<file path="config.mk">
export PLATFORM = sky130hd
export DESIGN_NAME = resp_reply_stream_parser
export DESIGN_NICKNAME = d
export VERILOG_FILES = /design/src/rrsp_pkg.sv /design/src/rrsp_stack.sv /design/src/rrsp_parser.sv /design/src/resp_reply_stream_parser.sv
export SDC_FILE = /design/constraint.sdc
export NUM_CORES = 2
export LEC_CHECK = 0
export ABC_AREA = 1
export BUFFER_PORTS_ARGS = -buffer_cell sky130_fd_sc_hd__buf_2
export CAP_MARGIN = 20
export CORE_UTILIZATION = 59
export CTS_CLUSTER_SIZE = 14
export DETAILED_ROUTE_END_ITERATION = 16
export HOLD_SLACK_MARGIN = 0.02
export PLACE_DENSITY = 0.76
export SLEW_MARGIN = 30
export SYNTH_ARGS = -nofsm -noshare
export SYNTH_HDL_FRONTEND = slang
export SYNTH_SLANG_ARGS = --single-unit
</file>
<file path="constraint.sdc">
create_clock -name aclk -period 12.7 [get_ports aclk]
set_clock_uncertainty 0.2 [all_clocks]
set_input_delay 1.905 -clock aclk [delete_from_list [all_inputs] [get_ports aclk]]
set_output_delay 1.905 -clock aclk [all_outputs]
set_load 0.1 [all_outputs]
</file>
<file path="src/rrsp_pkg.sv">
`timescale 1ns / 1ps

package rrsp_pkg;

    localparam int MAX_DEPTH   = 8;
    localparam int LENGTH_BITS = 32;
    localparam int SP_W        = $clog2(MAX_DEPTH + 1);

    localparam logic [7:0] CH_PLUS   = 8'h2B;
    localparam logic [7:0] CH_MINUS  = 8'h2D;
    localparam logic [7:0] CH_COLON  = 8'h3A;
    localparam logic [7:0] CH_DOLLAR = 8'h24;
    localparam logic [7:0] CH_STAR   = 8'h2A;
    localparam logic [7:0] CH_CR     = 8'h0D;
    localparam logic [7:0] CH_LF     = 8'h0A;
    localparam logic [7:0] CH_0      = 8'h30;
    localparam logic [7:0] CH_9      = 8'h39;
    localparam logic [7:0] CH_PRINT_LO = 8'h20;
    localparam logic [7:0] CH_PRINT_HI = 8'h7E;

    typedef enum logic [3:0] {
        PH_START   = 4'd0,
        PH_STR     = 4'd1,
        PH_STR_LF  = 4'd2,
        PH_ERR     = 4'd3,
        PH_ERR_LF  = 4'd4,
        PH_INT     = 4'd5,
        PH_INT_LF  = 4'd6,
        PH_BLEN    = 4'd7,
        PH_BLEN_LF = 4'd8,
        PH_BDATA   = 4'd9,
        PH_BCR     = 4'd10,
        PH_BLF     = 4'd11,
        PH_ALEN    = 4'd12,
        PH_ALEN_LF = 4'd13
    } phase_t;

    typedef enum logic [3:0] {
        EV_NONE    = 4'd0,
        EV_PAYLOAD = 4'd1,
        EV_STRING  = 4'd2,
        EV_ERRSTR  = 4'd3,
        EV_INTEGER = 4'd4,
        EV_BULK    = 4'd5,
        EV_NIL     = 4'd6,
        EV_ARRAY   = 4'd7,
        EV_EMPTY   = 4'd8,
        EV_PROTO   = 4'd9
    } event_t;

    // parser -> stack
    typedef struct packed {
        logic                   clear;
        logic                   push;
        logic                   close;
        logic [LENGTH_BITS-1:0] count;
    } stack_cmd_t;

    // stack -> parser / output stage
    typedef struct packed {
        logic            full;
        logic [SP_W-1:0] closed;
        logic [SP_W-1:0] sp_next;
    } stack_stat_t;

endpackage

</file>
<file path="src/rrsp_stack.sv">
`timescale 1ns / 1ps

module rrsp_stack
    import rrsp_pkg::*;
(
    input  logic        aclk,
    input  logic        aresetn,
    input  logic        fire,
    input  stack_cmd_t  cmd,
    output stack_stat_t stat
);

    logic [LENGTH_BITS-1:0] level_reg [MAX_DEPTH];
    logic [SP_W-1:0]        sp_reg;

    logic [MAX_DEPTH:0]   inrun;
    logic [MAX_DEPTH-1:0] dec;
    logic [SP_W-1:0]      closed;
    logic [SP_W-1:0]      sp_next;

    // Levels at the top of the stack that hold exactly one element left all
    // close together; the first level below that run is decremented.
    always_comb begin
        inrun[MAX_DEPTH] = 1'b0;
        for (int i = MAX_DEPTH - 1; i >= 0; i--) begin
            inrun[i] = (SP_W'(i) < sp_reg) && (level_reg[i] == LENGTH_BITS'(1)) &&
                       ((SP_W'(i + 1) == sp_reg) || inrun[i + 1]);
        end
        for (int i = 0; i < MAX_DEPTH; i++) begin
            dec[i] = (SP_W'(i) < sp_reg) && !inrun[i] &&
                     ((SP_W'(i + 1) == sp_reg) || inrun[i + 1]);
        end
        closed = '0;
        for (int i = 0; i < MAX_DEPTH; i++) begin
            closed = closed + SP_W'(inrun[i]);
        end
    end

    always_comb begin
        sp_next = sp_reg;
        if (cmd.clear) begin
            sp_next = '0;
        end else if (cmd.push) begin
            sp_next = sp_reg + SP_W'(1);
        end else if (cmd.close) begin
            sp_next = sp_reg - closed;
        end
        stat.full    = (sp_reg == SP_W'(MAX_DEPTH));
        stat.closed  = cmd.close ? closed : '0;
        stat.sp_next = sp_next;
    end

    always_ff @(posedge aclk) begin
        if (!aresetn) begin
            sp_reg <= '0;
        end else if (fire) begin
            sp_reg <= sp_next;
        end
    end

    always_ff @(posedge aclk) begin
        if (fire && !cmd.clear) begin
            for (int i = 0; i < MAX_DEPTH; i++) begin
                if (cmd.push && SP_W'(i) == sp_reg) begin
                    level_reg[i] <= cmd.count;
                end else if (cmd.close && dec[i]) begin
                    level_reg[i] <= level_reg[i] - LENGTH_BITS'(1);
                end
            end
        end
    end

endmodule

</file>
<file path="src/rrsp_parser.sv">
`timescale 1ns / 1ps

module rrsp_parser
    import rrsp_pkg::*;
(
    input  logic        aclk,
    input  logic        aresetn,
    input  logic        fire,
    input  logic [7:0]  data_byte,
    input  logic        stack_full,
    output event_t      kind,
    output logic [7:0]  payload,
    output logic [63:0] value,
    output stack_cmd_t  cmd
);

    phase_t                 phase_reg, phase_next;
    logic [63:0]            acc_reg, acc_next;
    logic                   neg_reg, neg_next;
    logic                   digits_reg, digits_next;
    logic [LENGTH_BITS-1:0] bulk_reg, bulk_next;

    logic [63:0] final_val;
    logic [63:0] acc_mul;
    logic        is_digit;
    logic        too_big;
    logic        num_err;
    logic        num_end;

    always_comb begin
        final_val = neg_reg ? (64'd0 - acc_reg) : acc_reg;
        acc_mul   = (acc_reg << 3) + (acc_reg << 1) + {60'd0, data_byte[3:0]};
        is_digit  = data_byte inside {[CH_0:CH_9]};
        too_big   = final_val[63] || (final_val[63:LENGTH_BITS] != '0);
        num_end   = (data_byte == CH_CR) && (digits_reg || neg_reg);
        num_err   = !is_digit && !(data_byte == CH_MINUS && !digits_reg && !neg_reg) &&
                    !num_end;
    end

    always_comb begin
        phase_next  = phase_reg;
        acc_next    = acc_reg;
        neg_next    = neg_reg;
        digits_next = digits_reg;
        bulk_next   = bulk_reg;
        kind        = EV_NONE;
        payload     = 8'd0;
        value       = 64'd0;
        cmd         = '0;

        case (phase_reg)
            PH_START: begin
                acc_next    = 64'd0;
                neg_next    = 1'b0;
                digits_next = 1'b0;
                case (data_byte)
                    CH_PLUS:   phase_next = PH_STR;
                    CH_MINUS:  phase_next = PH_ERR;
                    CH_COLON:  phase_next = PH_INT;
                    CH_DOLLAR: phase_next = PH_BLEN;
                    CH_STAR:   phase_next = PH_ALEN;
                    default:   kind = EV_PROTO;
                endcase
            end
            PH_STR, PH_ERR: begin
                if (data_byte == CH_CR) begin
                    phase_next = (phase_reg == PH_STR) ? PH_STR_LF : PH_ERR_LF;
                end else if (data_byte inside {[CH_PRINT_LO:CH_PRINT_HI]}) begin
                    kind    = EV_PAYLOAD;
                    payload = data_byte;
                end else begin
                    kind = EV_PROTO;
                end
            end
            PH_STR_LF, PH_ERR_LF: begin
                if (data_byte == CH_LF) begin
                    kind       = (phase_reg == PH_STR_LF) ? EV_STRING : EV_ERRSTR;
                    phase_next = PH_START;
                end else begin
                    kind = EV_PROTO;
                end
            end
            PH_INT, PH_BLEN, PH_ALEN: begin
                if (is_digit) begin
                    acc_next    = acc_mul;
                    digits_next = 1'b1;
                end else if (num_err) begin
                    kind = EV_PROTO;
                end else if (num_end) begin
                    case (phase_reg)
                        PH_INT:  phase_next = PH_INT_LF;
                        PH_BLEN: phase_next = PH_BLEN_LF;
                        default: phase_next = PH_ALEN_LF;
                    endcase
                end else begin
                    neg_next = 1'b1;
                end
            end
            PH_INT_LF: begin
                if (data_byte == CH_LF) begin
                    kind       = EV_INTEGER;
                    value      = final_val;
                    phase_next = PH_START;
                end else begin
                    kind = EV_PROTO;
                end
            end
            PH_BLEN_LF: begin
                if (data_byte != CH_LF) begin
                    kind = EV_PROTO;
                end else if (final_val == '1) begin
                    kind       = EV_NIL;
                    value      = final_val;
                    phase_next = PH_START;
                end else if (too_big) begin
                    kind = EV_PROTO;
                end else begin
                    acc_next   = final_val;
                    neg_next   = 1'b0;
                    bulk_next  = final_val[LENGTH_BITS-1:0];
                    phase_next = (final_val == 64'd0) ? PH_BCR : PH_BDATA;
                end
            end
            PH_BDATA: begin
                kind      = EV_PAYLOAD;
                payload   = data_byte;
                bulk_next = bulk_reg - LENGTH_BITS'(1);
                if (bulk_reg == LENGTH_BITS'(1)) begin
                    phase_next = PH_BCR;
                end
            end
            PH_BCR: begin
                if (data_byte == CH_CR) begin
                    phase_next = PH_BLF;
                end else begin
                    kind = EV_PROTO;
                end
            end
            PH_BLF: begin
                if (data_byte == CH_LF) begin
                    kind       = EV_BULK;
                    value      = acc_reg;
                    phase_next = PH_START;
                end else begin
                    kind = EV_PROTO;
                end
            end
            PH_ALEN_LF: begin
                if (data_byte != CH_LF) begin
                    kind = EV_PROTO;
                end else if (final_val == '1 || final_val == 64'd0) begin
                    kind       = EV_EMPTY;
                    value      = final_val;
                    phase_next = PH_START;
                end else if (too_big || stack_full) begin
                    kind = EV_PROTO;
                end else begin
                    kind       = EV_ARRAY;
                    value      = final_val;
                    cmd.push   = 1'b1;
                    cmd.count  = final_val[LENGTH_BITS-1:0];
                    phase_next = PH_START;
                end
            end
            default: begin
                kind = EV_PROTO;
            end
        endcase

        if (kind == EV_PROTO) begin
            phase_next  = PH_START;
            acc_next    = 64'd0;
            neg_next    = 1'b0;
            digits_next = 1'b0;
            bulk_next   = '0;
            value       = 64'd0;
            payload     = 8'd0;
            cmd         = '0;
            cmd.clear   = 1'b1;
        end else begin
            cmd.close = (kind == EV_STRING) || (kind == EV_ERRSTR) ||
                        (kind == EV_INTEGER) || (kind == EV_BULK) ||
                        (kind == EV_NIL) || (kind == EV_EMPTY);
        end
    end

    always_ff @(posedge aclk) begin
        if (!aresetn) begin
            phase_reg  <= PH_START;
            acc_reg    <= 64'd0;
            neg_reg    <= 1'b0;
            digits_reg <= 1'b0;
            bulk_reg   <= '0;
        end else if (fire) begin
            phase_reg  <= phase_next;
            acc_reg    <= acc_next;
            neg_reg    <= neg_next;
            digits_reg <= digits_next;
            bulk_reg   <= bulk_next;
        end
    end

endmodule

</file>
<file path="src/resp_reply_stream_parser.sv">
`timescale 1ns / 1ps

// Reply stream parser: one byte in, one event out.
//
// Input channel s_*: one raw reply byte per transaction in s_tdata[7:0].
// Output channel m_*: one event per input byte. m_tuser carries the event
// kind, m_tlast is high when a complete top-level reply ends on that byte,
// m_tdata carries the payload byte, the number value, the open array depth
// and the count of arrays closed by the byte.
//
// An accepted byte goes into the input register, then through the parse
// logic into the output register. Throughput is one byte per cycle while
// m_tready takes each event, set by the state update (phase, decimal
// accumulator, array level stack).
//
// Synchronous active-low reset returns the parser to expecting a type byte
// with no arrays open and empties both registers. When m_tready is low the
// output register holds its event; one more byte is taken into the input
// register, then s_tready drops until the event is taken.
module resp_reply_stream_parser
    import rrsp_pkg::*;
(
    input  logic        aclk,
    input  logic        aresetn,
    input  logic        s_tvalid,
    output logic        s_tready,
    input  logic [7:0]  s_tdata,   // [7:0] data_byte
    output logic        m_tvalid,
    input  logic        m_tready,
    output logic [79:0] m_tdata,   // [7:0] payload_byte, [71:8] number_value,
                                   // [75:72] nest_depth, [79:76] arrays_closed
    output logic [3:0]  m_tuser,   // [3:0] event_kind
    output logic        m_tlast    // reply_done
);

    logic        in_valid_reg;
    logic [7:0]  in_byte_reg;
    logic        advance;

    event_t      kind;
    logic [7:0]  payload;
    logic [63:0] value;
    stack_cmd_t  cmd;
    stack_stat_t stat;

    logic        out_valid_reg;
    logic [3:0]  kind_reg;
    logic [7:0]  payload_reg;
    logic [63:0] value_reg;
    logic [3:0]  depth_reg;
    logic [3:0]  closed_reg;
    logic        done_reg;

    assign advance  = in_valid_reg && (!out_valid_reg || m_tready);
    assign s_tready = !in_valid_reg || advance;

    always_ff @(posedge aclk) begin
        if (!aresetn) begin
            in_valid_reg <= 1'b0;
        end else if (s_tready) begin
            in_valid_reg <= s_tvalid;
        end
    end

    always_ff @(posedge aclk) begin
        if (s_tready && s_tvalid) begin
            in_byte_reg <= s_tdata;
        end
    end

    rrsp_parser u_parser (
        .aclk       (aclk),
        .aresetn    (aresetn),
        .fire       (advance),
        .data_byte  (in_byte_reg),
        .stack_full (stat.full),
        .kind       (kind),
        .payload    (payload),
        .value      (value),
        .cmd        (cmd)
    );

    rrsp_stack u_stack (
        .aclk    (aclk),
        .aresetn (aresetn),
        .fire    (advance),
        .cmd     (cmd),
        .stat    (stat)
    );

    always_ff @(posedge aclk) begin
        if (!aresetn) begin
            out_valid_reg <= 1'b0;
        end else if (advance) begin
            out_valid_reg <= 1'b1;
        end else if (m_tready) begin
            out_valid_reg <= 1'b0;
        end
    end

    always_ff @(posedge aclk) begin
        if (advance) begin
            kind_reg    <= kind;
            payload_reg <= payload;
            value_reg   <= value;
            depth_reg   <= 4'(stat.sp_next);
            closed_reg  <= 4'(stat.closed);
            done_reg    <= cmd.close && (stat.sp_next == '0);
        end
    end

    assign m_tvalid = out_valid_reg;
    assign m_tdata  = {closed_reg, depth_reg, value_reg, payload_reg};
    assign m_tuser  = kind_reg;
    assign m_tlast  = done_reg;

endmodule
</file>
==> out/results.tsv <==
metric	value	unit
synth.area.top_cells	edfxtp_1 (30%), nand2_1 (13%), nor2_1 (7.3%), inv_1 (6.9%), dfxtp_1 (6.2%)	
ys_warn_count	0	
cts_tree	done	
syn_avg_cell_area	7.12	sq um
grt_pass1_vias	31600	
drv_cap	0	
drive_above_1_share	6.53	%
synth_cell_types	64	
crit_start	u_stack.level_reg[1][119]$_DFFE_PP_	
largest_reg_flops	256	
place_congestion	1.02	
synth_ff_type	edfxtp_1	
relSlewSlack	31.9	%
synth_seq_cells	457	
critical_path_required	12890	ps
period_share	55.9	%
grt_max_degree	85	
cpMaxStageDelayCell	nor4_1	
power.switching	2.99	mW
wirelength	120000	microns
status	finished clean	
nNetsFinal	5091	
clkSinkCount	457	
hold_start	u_parser.bulk_reg[1]$_SDFFE_PN0P_	
tightest_slew	1020	ps
drt_iter0_drc	3186	
postCtsSetupBuffers	0	
cp_common_cell	nand2_1	
grt_util_all_layers	39.4	%
die-area	59800	sq um
io_pins	99	
rr_startpoint	u_stack.level_reg[1][119]$_DFFE_PP_	
die_width	245	microns
synth-edff-count	349	
crit_path_max_fanout	4	
synth_top_cell_area_share	30.2	%
syn_inst	4872	
wl_per_cell	20.9	microns
post_cts_resize_count	0	
ff2ff_path_depth	34	
combPwrFrac	45.0	%
grt_pass1_wl	180000	microns
antenna_found_initial	4	
min_period	7100	ps
area_growth	8.39	%
cts_htree_levels	2	
yosysSeqAreaShare	36.4	%
num_vias	33900	
rsz0062_at_grt	no	
clkPwrFrac	24.8	%
coreArea	57900	sq um
hold_buffers	0	
die_h	245	microns
clockBufferDepth	3	
critPathMaxStageDelay	620	ps
insertion_delay	640	ps
dpl.hpwl	87300	microns
drtAntennaViolNets	0	
cp.arrival	7290	ps
switching_share	46.9	%
grt_overflow_total	0	
crit_path_start_kind	register	
clockRootBuffer	clkbuf_16	
hold_path.class	register to register	
leakagePower	17.2	nW
syn-cell-area	34700	sq um
numCtsBuffers	52	
crit_path_end_kind	register	
total_power	6.37	mW
setup_viol	0	
p_seq_share	30.2	%
peakVddDrop	277	uV
min_path_cells	2	
intPower	3.38	mW
initial_core_util	59.9	%
core.rowCount	88	
clkSlewWorstSetupHoldPaths	60	ps
max_freq	141	MHz
hold_viol_final	0	
slew_violations	0	
vias_per_cell	5.92	
synthArstFlopShare	0	%
drc	0	
io_buffers	98	
syn-num-nets	5041	
num-fill-cells	5322	
tns	0	ps
netlist.top_cell.by_area	edfxtp_1	
worstSetupPathType	register to register	
drtPass1Iterations	8	
power_density	169	nW/um^2
path summary, 6_finish.rpt:
path	to	slack, ps
worst min register to register	u_parser.bulk_reg[1]$_SDFFE_PN0P_	290
worst max-delay path	depth_reg[3]$_DFFE_PP_	5600
worst min-delay path	u_parser.bulk_reg[1]$_SDFFE_PN0P_	290
worst max register to register	depth_reg[3]$_DFFE_PP_	5600
synth_stat cells (all sizes together), types with 2 or more instances:
master and instances:
o311ai 2, nand3 214, o41ai 2, nor4 43, a21boi 4, a21oi 196, buf 63, o221ai 5
nand3b 8, ha 150, or3 3, nand4 78, a211oi 6, o21bai 4, dfxtp 108, clkinv 4
a41oi 2, xnor2 117, o22ai 74, fa 7, clkbuf 65, o211ai 18, inv 659, o31ai 13
nor3b 11, a31oi 35, nor3 112, edfxtp 349, nand2 1203, a21o 5, nor2 686, xor2 161
o2111ai 2, o21a 6, o21ai 421, or2 27
cell families after synthesis:
| logic type | synth area share [%] |
|---|---|
| AOI/OAI and AO/OA | 12.6 |
| xor gates and xnor gates | 7.06 |
| adders and majority gates | 5.81 |
| buffers and inverters | 9.10 |
| DFF | 36.4 |
| and+or+nand+nor | 29.0 |
metrics by stage:
step / hold WS [ps] / util [%] / instances / instance area (sq um) / worst slack, ps
final: 286 / 64.9 / 5732 / 37600 / 5600
after global routing: 307 / 64.9 / 5730 / 37600 / 5060
after CTS: 286 / 64.9 / 5730 / 37600 / 5620
after detailed placement: 275 / 61.8 / 5633 / 35800 / 5650
after global placement: 274 / 61.8 / 5633 / 35800 / 5840
after floorplan: 252 / - / 4872 / 34700 / 6860
per-layer routing:
| metal | global-route usage, % | wire (microns) | vias to the layer above |
|---|---|---|---|
| li1 | - | - | 16200 |
| met5 | 0 | 13 | - |
| met4 | 25.0 | 8400 | 2 |
| met1 | 48.4 | 46000 | 15600 |
| met3 | 7.51 | 11300 | 415 |
| met2 | 63.4 | 54200 | 1698 |
power groups by stage:
stage	combinational, mW	clock (mW)	sequential, mW
6_report	2.87	1.58	1.92
5_1_grt	3.11	1.64	1.93
4_1_cts	2.78	1.59	1.91
3_5_place_dp	2.76	0	1.94
3_3_place_gp	2.76	0	1.94
2_1_floorplan	1.92	0	2.01
area by class of cell:
type,instances,area [sq um],share of cell area [%]
multi-input cells,3624,19100,50.7
flip-flops and latches,457,12600,33.6
inverters,663,2490,6.62
clock buffers,65,1400,3.72
well taps,765,957,2.54
repair buffers,124,688,1.83
clock inverters,32,363,0.965
diodes,2,5.00,0.0133
worst max-delay path, delay by kind of cell (launching register included):
family / cells / cell delay (ps)
simple gates: 25 / 3160
fa+ha+maj: 5 / 2350
flops: 1 / 440
xor+xnor: 2 / 340
compound gates: 1 / 280
buf+inv: 1 / 50
cells in the final DEF, fill, tap and decap left out, types with 8 or more instances in the layout:
cell type  instances
a31oi_1           35
ha_1             150
nor4_1            43
inv_1            640
inv_2             18
o211ai_1          18
buf_2             97
dfxtp_1          107
or2_2             27
nand3_1          200
clkinv_2          11
o21ai_1          104
o31ai_4            8
buf_4             27
a21oi_1          194
edfxtp_1         349
nand2_2           16
clkinv_1          10
o22ai_1           70
o21ai_0          313
clkbuf_1           8
nor3_1           111
xor2_1           159
nand2_1         1187
nand3b_1           8
nand4_1           77
nor2_2            11
nor2_1           670
xnor2_1          117
clkbuf_16         52
nor3b_1           11
Power figures use the tool's default switching activity.
